$ cat config.mk
export PLATFORM = sky130hd
export DESIGN_NAME = line_sensor_position_debounce_top
export DESIGN_NICKNAME = d
export VERILOG_FILES = /design/src/hw/rtl/lspd_pkg.sv /design/src/hw/rtl/lspd_front.sv /design/src/hw/rtl/lspd_queue.sv /design/src/hw/rtl/lspd_back.sv /design/src/hw/rtl/line_sensor_position_debounce_top.sv
export VERILOG_INCLUDE_DIRS = /design/src /design/src/hw/rtl
export SDC_FILE = /design/constraint.sdc
export NUM_CORES = 1
export LEC_CHECK = 0
export ABC_AREA = 1
export BUFFER_PORTS_ARGS = -buffer_cell sky130_fd_sc_hd__buf_4
export CAP_MARGIN = 20
export CORE_ASPECT_RATIO = 1.4
export CORE_MARGIN = 8
export CORE_UTILIZATION = 59
export DETAILED_ROUTE_END_ITERATION = 10
export GPL_TIMING_DRIVEN = 0
export PLACE_DENSITY = 0.8
export SLEW_MARGIN = 20
export SYNTH_ARGS = -nofsm -noshare
export SYNTH_HDL_FRONTEND = slang
export SYNTH_SLANG_ARGS = --single-unit
export TNS_END_PERCENT = 20
$ cat constraint.sdc
create_clock -name clk -period 3.1 [get_ports clk]
set_input_delay 0.155 -clock clk [delete_from_list [all_inputs] [get_ports clk]]
set_output_delay 0.155 -clock clk [all_outputs]
set_load 0.03 [all_outputs]
$ cat src/hw/rtl/line_sensor_position_debounce_top_macros.svh
// assertion macros shared by the rtl modules
`ifndef LINE_SENSOR_POSITION_DEBOUNCE_TOP_MACROS_SVH
`define LINE_SENSOR_POSITION_DEBOUNCE_TOP_MACROS_SVH

`ifndef ASSERT_OFF
`define LSPD_ASSERT(label, clk, rst_n, prop) \
  label: assert property (@(posedge clk) disable iff (!rst_n) (prop)) \
    else $error("lspd assertion failed");
`define LSPD_ASSERT_NEVER(label, clk, rst_n, cond) \
  label: assert property (@(posedge clk) disable iff (!rst_n) !(cond)) \
    else $error("lspd forbidden condition seen");
`else
`define LSPD_ASSERT(label, clk, rst_n, prop)
`define LSPD_ASSERT_NEVER(label, clk, rst_n, cond)
`endif

`endif

$ cat src/hw/rtl/lspd_pkg.sv
package lspd_pkg;

  localparam int SENSOR_COUNT = 12;
  localparam int ERR_W = 7;
  localparam int THR_W = 8;
  localparam logic [THR_W-1:0] THR_RESET = 8'd20;
  localparam int ERR_MAX = 55;
  localparam int ERR_MIN = -55;

  localparam int Q_DEPTH = 2;
  localparam int Q_AW = (Q_DEPTH > 1) ? $clog2(Q_DEPTH) : 1;
  localparam int Q_CW = $clog2(Q_DEPTH + 1);

  typedef logic [SENSOR_COUNT-1:0] sens_t;
  typedef logic signed [ERR_W-1:0] err_t;
  typedef logic [THR_W-1:0] thr_t;

  typedef enum logic [1:0] {
    KIND_DARK,
    KIND_LINE,
    KIND_OTHER
  } kind_t;

  typedef struct packed {
    kind_t kind;
    err_t  err;
  } word_t;

  typedef struct packed {
    logic full;
    logic empty;
  } qstat_t;

  function automatic err_t err_clamp(input int e);
    int c;
    c = e;
    if (c > ERR_MAX) c = ERR_MAX;
    if (c < ERR_MIN) c = ERR_MIN;
    return err_t'(c);
  endfunction

  function automatic err_t err_single(input int idx);
    return err_clamp(55 - 10 * idx);
  endfunction

  function automatic err_t err_pair(input int idx);
    return err_clamp(50 - 10 * idx);
  endfunction

endpackage

$ cat src/hw/rtl/lspd_front.sv
`include "line_sensor_position_debounce_top_macros.svh"

module lspd_front (
  input  logic                clk,
  input  logic                rst_n,
  input  logic                in_valid,
  output logic                in_stall,
  input  lspd_pkg::sens_t     in_sensors,
  input  lspd_pkg::qstat_t    q_stat,
  output logic                push,
  output lspd_pkg::word_t     push_word
);
  import lspd_pkg::*;

  logic  front_valid_r, front_valid_nxt;
  word_t word_r;
  word_t word_c;
  logic  in_fire;

  // classify the sensor pattern
  always_comb begin
    word_c.kind = KIND_OTHER;
    word_c.err  = '0;
    if (in_sensors == '0) begin
      word_c.kind = KIND_DARK;
    end
    for (int i = 0; i < SENSOR_COUNT; i++) begin
      if (in_sensors == (sens_t'(1) << i)) begin
        word_c.kind = KIND_LINE;
        word_c.err  = err_single(i);
      end
    end
    for (int i = 0; i < SENSOR_COUNT - 1; i++) begin
      if (in_sensors == (sens_t'(3) << i)) begin
        word_c.kind = KIND_LINE;
        word_c.err  = err_pair(i);
      end
    end
  end

  assign push      = front_valid_r && !q_stat.full;
  assign in_stall  = front_valid_r && q_stat.full;
  assign in_fire   = in_valid && !in_stall;
  assign push_word = word_r;

  always_comb begin
    front_valid_nxt = front_valid_r;
    if (in_fire) begin
      front_valid_nxt = 1'b1;
    end else if (push) begin
      front_valid_nxt = 1'b0;
    end
  end

  always_ff @(posedge clk) begin
    if (!rst_n) begin
      front_valid_r <= 1'b0;
    end else begin
      front_valid_r <= front_valid_nxt;
    end
  end

  always_ff @(posedge clk) begin
    if (in_fire) begin
      word_r <= word_c;
    end
  end

  `LSPD_ASSERT(a_stall_only_when_held, clk, rst_n, in_stall |-> front_valid_r)
  `LSPD_ASSERT(a_held_word_moves, clk, rst_n,
    (front_valid_r && !q_stat.full && !in_valid) |=> !front_valid_r)

endmodule

$ cat src/hw/rtl/lspd_queue.sv
`include "line_sensor_position_debounce_top_macros.svh"

module lspd_queue (
  input  logic              clk,
  input  logic              rst_n,
  input  logic              push,
  input  lspd_pkg::word_t   push_word,
  input  logic              pop,
  output lspd_pkg::word_t   pop_word,
  output lspd_pkg::qstat_t  q_stat
);
  import lspd_pkg::*;

  word_t             mem_r [Q_DEPTH];
  logic [Q_AW-1:0]   wr_ptr_r, wr_ptr_nxt;
  logic [Q_AW-1:0]   rd_ptr_r, rd_ptr_nxt;
  logic [Q_CW-1:0]   count_r, count_nxt;

  assign q_stat.full  = (count_r == Q_CW'(Q_DEPTH));
  assign q_stat.empty = (count_r == '0);
  assign pop_word     = mem_r[rd_ptr_r];

  always_comb begin
    wr_ptr_nxt = wr_ptr_r;
    rd_ptr_nxt = rd_ptr_r;
    count_nxt  = count_r;
    if (push) begin
      wr_ptr_nxt = (wr_ptr_r == Q_AW'(Q_DEPTH - 1)) ? '0 : wr_ptr_r + 1'b1;
    end
    if (pop) begin
      rd_ptr_nxt = (rd_ptr_r == Q_AW'(Q_DEPTH - 1)) ? '0 : rd_ptr_r + 1'b1;
    end
    if (push && !pop) begin
      count_nxt = count_r + 1'b1;
    end else if (pop && !push) begin
      count_nxt = count_r - 1'b1;
    end
  end

  always_ff @(posedge clk) begin
    if (!rst_n) begin
      wr_ptr_r <= '0;
      rd_ptr_r <= '0;
      count_r  <= '0;
    end else begin
      wr_ptr_r <= wr_ptr_nxt;
      rd_ptr_r <= rd_ptr_nxt;
      count_r  <= count_nxt;
    end
  end

  always_ff @(posedge clk) begin
    if (push) begin
      mem_r[wr_ptr_r] <= push_word;
    end
  end

  `LSPD_ASSERT_NEVER(a_pop_when_empty, clk, rst_n, pop && q_stat.empty)
  `LSPD_ASSERT_NEVER(a_push_when_full, clk, rst_n, push && q_stat.full)

endmodule

$ cat src/hw/rtl/lspd_back.sv
`include "line_sensor_position_debounce_top_macros.svh"

module lspd_back (
  input  logic              clk,
  input  logic              rst_n,
  input  lspd_pkg::qstat_t  q_stat,
  input  lspd_pkg::word_t   pop_word,
  output logic              pop,
  input  logic              cfg_valid,
  output logic              cfg_ready,
  input  lspd_pkg::thr_t    cfg_data,
  output logic              out_valid,
  input  logic              out_stall,
  output lspd_pkg::err_t    out_turn_error,
  output logic              out_line_seen,
  output logic              out_line_stable
);
  import lspd_pkg::*;

  thr_t thr_r;
  err_t held_error_r, held_error_nxt;
  logic line_flag_r, line_flag_nxt;
  logic prev_flag_r, prev_flag_nxt;
  thr_t run_count_r, run_count_nxt;
  logic stable_r, stable_nxt;
  logic out_valid_r, out_valid_nxt;
  err_t out_err_r;
  logic out_seen_r, out_stable_r;

  assign cfg_ready = 1'b1;
  assign pop       = !q_stat.empty && (!out_valid_r || !out_stall);

  // decode result and debounce
  always_comb begin
    held_error_nxt = held_error_r;
    line_flag_nxt  = line_flag_r;
    prev_flag_nxt  = prev_flag_r;
    run_count_nxt  = run_count_r;
    stable_nxt     = stable_r;
    case (pop_word.kind)
      KIND_DARK: line_flag_nxt = 1'b0;
      KIND_LINE: begin
        line_flag_nxt  = 1'b1;
        held_error_nxt = pop_word.err;
      end
      default: ;
    endcase
    if (line_flag_nxt == prev_flag_r) begin
      if (run_count_r < thr_r) begin
        run_count_nxt = run_count_r + 1'b1;
      end
      if (run_count_nxt >= thr_r) begin
        stable_nxt = line_flag_nxt;
      end
    end else begin
      run_count_nxt = thr_t'(1);
      prev_flag_nxt = line_flag_nxt;
    end
  end

  always_comb begin
    out_valid_nxt = out_valid_r;
    if (pop) begin
      out_valid_nxt = 1'b1;
    end else if (!out_stall) begin
      out_valid_nxt = 1'b0;
    end
  end

  always_ff @(posedge clk) begin
    if (!rst_n) begin
      thr_r        <= THR_RESET;
      held_error_r <= '0;
      line_flag_r  <= 1'b0;
      prev_flag_r  <= 1'b0;
      run_count_r  <= '0;
      stable_r     <= 1'b0;
      out_valid_r  <= 1'b0;
    end else begin
      if (cfg_valid && cfg_ready) begin
        thr_r <= cfg_data;
      end
      if (pop) begin
        held_error_r <= held_error_nxt;
        line_flag_r  <= line_flag_nxt;
        prev_flag_r  <= prev_flag_nxt;
        run_count_r  <= run_count_nxt;
        stable_r     <= stable_nxt;
      end
      out_valid_r <= out_valid_nxt;
    end
  end

  always_ff @(posedge clk) begin
    if (pop) begin
      out_err_r    <= held_error_nxt;
      out_seen_r   <= line_flag_nxt;
      out_stable_r <= stable_nxt;
    end
  end

  assign out_valid       = out_valid_r;
  assign out_turn_error  = out_err_r;
  assign out_line_seen   = out_seen_r;
  assign out_line_stable = out_stable_r;

  `LSPD_ASSERT_NEVER(a_no_pop_over_stalled, clk, rst_n, out_valid_r && out_stall && pop)
  `LSPD_ASSERT(a_pop_gives_word, clk, rst_n, pop |=> out_valid_r)

endmodule

$ cat src/hw/rtl/line_sensor_position_debounce_top.sv
// line sensor position decoder with debounced line flag
// input channel: in_valid / in_stall carry one 12-bit sensor word, bit i is
//   sensor i; a word is taken on a clock edge with in_valid high and
//   in_stall low
// output channel: out_valid / out_stall carry one result word per input word:
//   out_turn_error (signed, steps of 5), out_line_seen, out_line_stable
// config channel: cfg_valid / cfg_ready write the 8-bit debounce threshold;
//   cfg_ready is always high, write only while no word is in flight
// path: a result passes the front classify register, the two-entry queue and
//   the back state and output register before it is shown
// throughput: one word per cycle while out_stall stays low; the back stage
//   updates error and debounce state once per word
// out_stall holds the result; the output register, the queue and the front
//   register take up to four words before in_stall rises
// reset (rst_n low, synchronous): error, flags and run count clear, the
//   threshold returns to 20, all channels empty
module line_sensor_position_debounce_top (
  input  logic                clk,
  input  logic                rst_n,
  input  logic                in_valid,
  output logic                in_stall,
  input  lspd_pkg::sens_t     in_sensors,
  output logic                out_valid,
  input  logic                out_stall,
  output lspd_pkg::err_t      out_turn_error,
  output logic                out_line_seen,
  output logic                out_line_stable,
  input  logic                cfg_valid,
  output logic                cfg_ready,
  input  lspd_pkg::thr_t      cfg_data
);
  import lspd_pkg::*;

  qstat_t q_stat;
  logic   push;
  logic   pop;
  word_t  push_word;
  word_t  pop_word;

  lspd_front u_front (
    .clk        (clk),
    .rst_n      (rst_n),
    .in_valid   (in_valid),
    .in_stall   (in_stall),
    .in_sensors (in_sensors),
    .q_stat     (q_stat),
    .push       (push),
    .push_word  (push_word)
  );

  lspd_queue u_queue (
    .clk       (clk),
    .rst_n     (rst_n),
    .push      (push),
    .push_word (push_word),
    .pop       (pop),
    .pop_word  (pop_word),
    .q_stat    (q_stat)
  );

  lspd_back u_back (
    .clk             (clk),
    .rst_n           (rst_n),
    .q_stat          (q_stat),
    .pop_word        (pop_word),
    .pop             (pop),
    .cfg_valid       (cfg_valid),
    .cfg_ready       (cfg_ready),
    .cfg_data        (cfg_data),
    .out_valid       (out_valid),
    .out_stall       (out_stall),
    .out_turn_error  (out_turn_error),
    .out_line_seen   (out_line_seen),
    .out_line_stable (out_line_stable)
  );

endmodule

==> impl_metrics.toml, run 1 <==
[floorplanning]
initial_core_util = 0.6016
fp.dieArea_um2 = 9120
fp.dieW_um = 83.03
design.portCount = 37
core-area_um2 = 6168
placementRows = 34
fp.dieH_um = 109.8

[sta]
worst_slew_pin_slew_ps = 767.2
layout_worst_path_cycle_share = 0.9265
slack_of_the_critical_path_ps = 227.8
drv_slew = 0
report.final.setup_viol = 0
max_freq_mhz = 348.2
timing.max_slew.rel_slack = 0.4867
grt_setup_unrepaired = "false"
hold_viol = 0
fin_skew_ps = 6.158
period_minus_slack_ps = 2872
final.setup.tns_ps = 0

[logic_synthesis]
yosys_warnings = 0
synthesis.nets = 497
netlist_instances = 455
synth_enable_flop_cells = 36
post_synth.cell_area_avg_um2 = 8.156
synthFlopType = "edfxtp_1"
netlist_area_um2 = 3711
register_bit_count_reported_by_yosys = 69
synth_seq_area_share = 0.4693
synth_simple_gate_area_frac = 0.2218
synth_fa_ha_area_frac = 0.05732
async_flop_share = 0
synth_compound_gate_area_share = 0.1322
synth_xor_xnor_area_share = 0.01888
netlist-cell-type-count = 36
synth.area.mux_share = 0
synth_top_family_by_area = "simple AND/OR/NAND/NOR gates"

[place]
numPlacedInstances = 562
pre_cts_slack_ps = 188.4
finalWeightedCongestion = 0.9477
standard_cell_area_after_detailed_placement_um2 = 4064
io_buffers = 35
post-dp-hpwl_mm = 5.758

[critical_path]
worstReg2RegEnd = "u_back.out_line_stable"
crit_slowest_cell = "dfxtp_1"
ff2ff_setup_slack_ps = 230
cp.arrival_ps = 2970
timing_worst_setup_path_type = "reg2reg"
cpMostUsedCell = "nand2_1"
worst_path_dominant_cell_family = "compound AO/OA/AOI/OAI gates"
timing.critical_path.from_type = "flop"
critical_path.reg2reg.startpoint = "u_back.thr_r[1]"
worst_r2r_path_depth = 17
critical_path.cell_chain = "inv_1, ha_1, a21oi_1, o21ai_0, nand2_1, nand2_2, inv_2, nand2_1, nand2_1, inv_1, ha_1, a21oi_1, o21a_1, nand3_1, a21o_1, nand2_1, inv_1"
setup.worst_path.end_class = "flop"
peak_fanout_along_the_critical_path = 9
critical_path_required_ps = 3200
cp_slowest_stage_delay_ps = 310
crit_buf_inv = 4
worstSetupStartpoint = "u_back.thr_r[1]"

[global_route]
grt_pass1_vias = 2976
antenna_found_initial = 0
maximum_number_of_pins_on_one_net_before_global_route_repair = 17
gr-total-overflow = 0
groute.usage.overall = 0.1670
grt_first_pass_wirelength_mm = 12.54

[outcome]
outcome = "finished, final reports clean"

[layout]
postLayoutCellArea_um2 = 4292
area_growth_from_synthesis_to_layout_pct = 15.64
antenna_cells = 0
final_core_utilization = 0.6957
drive_above_1_share = 0.1502
post_layout_nonfiller_instances = 578
finalNetCount = 543

[clocking]
root_buffer = "clkbuf_8"
cts-buffers-inserted = 9
cts.reportedPaths.clkPinSlew_ps = 70
clock_insertion_delay_worst_skew_ps = 340
clk_path_buf_depth = 2
htreeDepth = 3
cts_sinks = 69
cts_tree = "built"

[routing]
detailedRoute.firstIterationViolations = 154
drcViolationCount = 0
met2_length_mm = 3.742
wl_met1_mm = 3.079
route.detailed.wl_per_inst_um = 12.73
met3_length_um = 271
ant_nets = 0
wl_mm = 7.359
via_per_inst = 5.330
routed-via-count = 3081
topRoutingLayerUsed = "met4"
firstDrtPassIters = 4

[min_path]
holdCritPathClass = "in2reg"
holdPathEnd = "u_back.thr_r[4]"
hold_path_startpoint = "cfg_data[4]"
worst_hold_path.num_cells = 3

[pwr]
power_density_nw_per_um2 = 747.8
vdd.ir_drop.worst_mv = 0.3886
power.leakage_nw = 2.028

[run]
max_cap_violations = 0
-- cells in the final DEF (no fill, tap or decap), types with 2 or more instances in the layout --
cell type and n:
o21a_1 2, nor2_2 5, nor2_4 2, inv_6 3, inv_2 2, a21oi_1 40, nand2_4 2, nand2_1 84
o21ai_2 3, bufinv_16 2, nand4_1 12, o21ai_0 32, ha_1 17, clkinv_4 2, clkbuf_8 9, nor3_1 13
o211ai_1 7, inv_1 82, xor2_1 7, edfxtp_1 36, nor2_1 28, buf_4 37, nand3_1 23, nand2_2 3
dfxtp_1 33, clkbuf_1 6
-- metrics by stage --
step | hold slack, ps | power [W]
after floorplan | 266.8 | 0.002079
after global placement | 372.5 | 0.002357
after detailed placement | 376.9 | 0.002413
after CTS | 14.22 | 0.003224
after global routing | 40.11 | 0.003414
final | 30.06 | 0.003209
-- worst register-to-register path, delay by kind of cell, from the launching register on --
family                   cells  cell delay (ps)
flip-flops                   1              310
adder cells (fa/ha/maj)      2              560
AND/OR/NAND/NOR              6              590
buffers and inverters        4              300
AO/OA/AOI/OAI                5              880
-- power breakdown --
group | internal, W | switching, W
Combinational | 0.000374 | 0.000738
Clock | 0.000464 | 0.000346
Sequential | 0.00120 | 0.0000880
Total | 0.00204 | 0.00117
-- layer usage --
| layer | global-route usage | up-vias |
|---|---|---|
| met5 | 0 | - |
| met4 | 0.1234 | 0 |
| met3 | 0.03188 | 19 |
| met2 | 0.3019 | 66 |
| met1 | 0.1698 | 1399 |
| li1 | - | 1597 |
-- kinds of logic (layout without fill, tap and decap cells) --
logic type / after synthesis / after routing
AOI/OAI and AO/OA: 88 / 88
xor gates and xnor gates: 8 / 8
adders and majority gates: 17 / 17
buffers and inverters: 94 / 145
DFF: 69 / 69
other: 1 / 1
and+or+nand+nor: 178 / 178
-- synth_stat cells, types with 12 or more instances --
| cell type | n | share of area |
|---|---|---|
| edfxtp_1 | 36 | 0.29 |
| dfxtp_1 | 33 | 0.18 |
| nand4_1 | 12 | 0.020 |
| ha_1 | 17 | 0.057 |
| nor3_1 | 13 | 0.018 |
| nand2_1 | 84 | 0.085 |
| a21oi_1 | 40 | 0.054 |
| inv_1 | 83 | 0.084 |
| nor2_1 | 28 | 0.028 |
| nand3_1 | 23 | 0.031 |
| o21ai_0 | 32 | 0.043 |
-- worst max path at each step --
| stage | to | slack (ps) | cells past startpoint |
|---|---|---|---|
| finish | u_back.out_line_stable | 230 | 17 |
| global route | u_back.out_line_stable | 20 | 17 |
| CTS | u_back.out_line_stable | 170 | 17 |
| global placement | u_back.out_line_stable | 280 | 16 |
| floorplan | u_back.out_line_stable | 650 | 16 |
| detailed placement | u_back.out_line_stable | 190 | 17 |
-- sequential cells by signal, summed over array words and instances (netlist names), 2 cells and up, named ones only --
register,cells
u_back.thr_r,8
u_back.out_turn_error,7
u_back.run_count_r,8
u_queue.mem_r,18
u_queue.count_r,2
u_back.held_error_r,7
u_front.push_word,9
-- layout make-up --
cell class                      count  area (um2)
Timing Repair Buffer               35       262.8
Clock inverter                      7       103.9
Sequential cell                    69        1742
Buffer                             10       53.80
Inverter                           84       315.3
Tap cell                           72       90.09
Multi-Input combinational cell    292        1600
Fill cell                         485        1877
Clock buffer                        9       123.9
-- repair_timing --
item | in CTS | in global routing
hold buffers | 0 | 0
buffers inserted | 0 | 0
gates resized for setup | 0 | 1
endpoints found under the setup margin | 0 | 1
(Power assumes the default switching activity.)
==> run 2, diff against run 1 <==
REMOVE_ABC_BUFFERS = 1   (was not set)
clock period = 2.8 ns   (was 3.1 ns; I/O delays follow)
==> impl_metrics.toml, run 2 (synthesis results as in run 1) <==
[pwr]
power_density_nw_per_um2 = 783.6
power.leakage_nw = 2.008
vdd.ir_drop.worst_mv = 0.4838

[run]
max_cap_violations = 0

[floorplanning]
fp.dieW_um = 83.03
core-area_um2 = 6168
initial_core_util = 0.6016
placementRows = 34
design.portCount = 37
fp.dieArea_um2 = 9120
fp.dieH_um = 109.8

[critical_path]
worstSetupStartpoint = "u_back.thr_r[7]"
critical_path_required_ps = 2900
ff2ff_setup_slack_ps = 170
timing_worst_setup_path_type = "reg2reg"
timing.critical_path.from_type = "flop"
critical_path.reg2reg.startpoint = "u_back.thr_r[7]"
setup.worst_path.end_class = "flop"
cp.arrival_ps = 2730
peak_fanout_along_the_critical_path = 7

[layout]
finalNetCount = 537
number_of_flip_flops_under_the_largest_register_name = 18
area_growth_from_synthesis_to_layout_pct = 15.54
antenna_cells = 0
mostFrequentLayoutCells = "nand2_1, inv_1, buf_4, edfxtp_1, a21oi_1"
drive_above_1_share = 0.1800
leading_cell_type_in_the_layout_fill_and_taps_excluded = "nand2_1"
largest_register = "u_queue.mem_r"
filler_cell_count = 473

[sta]
layout_worst_path_cycle_share = 0.9388
report.final.setup_viol = 0
slack_of_the_critical_path_ps = 171.5
timing.max_slew.rel_slack = 0.4711
period_minus_slack_ps = 2629
worst_slew_pin_slew_ps = 790.5
drv_slew = 0
hold_slack_final_ps = 15.07
fin_skew_ps = 4.248
max_freq_mhz = 380.4
hold_viol = 0

[clocking]
cts_sinks = 69
hold_fix_buffers_cts = 0
clk_path_buf_depth = 2
cts_tree = "built"
root_buffer = "clkbuf_8"
cts-buffers-inserted = 9
htreeDepth = 3
cts.reportedPaths.clkPinSlew_ps = 70
clock_insertion_delay_worst_skew_ps = 340

[routing]
wl_mm = 7.011
routed-via-count = 3021
ant_nets = 0
detailedRoute.firstIterationViolations = 154
via_per_inst = 5.281
drcViolationCount = 0
firstDrtPassIters = 4
route.detailed.wl_per_inst_um = 12.26

[global_route]
antenna_found_initial = 0
grt_pass1_vias = 3006
groute.usage.overall = 0.1585
maximum_number_of_pins_on_one_net_before_global_route_repair = 28
gr-total-overflow = 0
grt_first_pass_wirelength_mm = 12.12

[outcome]
outcome = "finished, final reports clean"

[place]
post-dp-hpwl_mm = 5.319
finalWeightedCongestion = 0.9633
io_buffers = 35
pre_cts_slack_ps = -59.83

[min_path]
hold_path_startpoint = "cfg_data[2]"
holdCritPathClass = "in2reg"
[run 2: area by class of cell]
type,instances,area [um2],area share
multi-input cells,293,1672,0.3898
flip-flops and latches,69,1747,0.4074
well taps,72,90.09,0.02101
clock inverters,7,50.05,0.01167
inverters,84,320.3,0.07470
clock buffers,9,123.9,0.02889
repair buffers,38,285.3,0.06653
[run 2: path summary, 6_finish.rpt]
check | to | cells after the start
setup / recovery | u_back.out_line_stable | 17
hold / removal | u_back.thr_r[2] | 3
setup reg to reg | u_back.out_line_stable | 17
hold reg to reg | u_queue.mem_r[1][4] | 0
[run 2: report_power, final]
part	internal, W	total [W]	switching [W]
logic	0.000426	0.00121	0.000786
clock network	0.000321	0.000696	0.000375
registers	0.00133	0.00145	0.000122
[run 2: critical path, stage by stage, from the launching register on]
cell	delay, ps
dfxtp_1	320
inv_2	60
ha_1	290
a21oi_1	160
o21a_1	210
nand2_4	110
inv_6	90
nand2_1	60
nand2_1	60
inv_1	50
ha_1	320
a21oi_2	120
o21ai_1	80
nand2_1	70
nand3_2	90
a21o_1	190
nand2_1	70
inv_1	40
[run 2: metrics by stage]
stage | area [um2] | total power, W | setup TNS, ps | cells | util
6_report | 4288 | 0.003360 | 0 | 572 | 0.6951
5_1_grt | 4288 | 0.003603 | -7.282 | 572 | 0.6951
4_1_cts | 4185 | 0.003313 | 0 | 568 | 0.6785
3_5_place_dp | 4010 | 0.002609 | -59.83 | 552 | 0.6501
3_3_place_gp | 4010 | 0.002557 | -17.48 | 552 | 0.6501
2_1_floorplan | 3657 | 0.002267 | 0 | 445 | -
[run 2: timing repair]
item / in CTS / in global routing
endpoints found under the setup margin: 1 / 2
setup buffers: 0 / 3
resized for setup: 2 / 18
pin swaps: 0 / 4
cloned: 0 / 1
[run 2: metal layers]
layer	part of all wire	track usage
met5	0	0
met1	0.41	0.1540
met4	0.029	0.09446
met2	0.51	0.2997
met3	0.045	0.03781
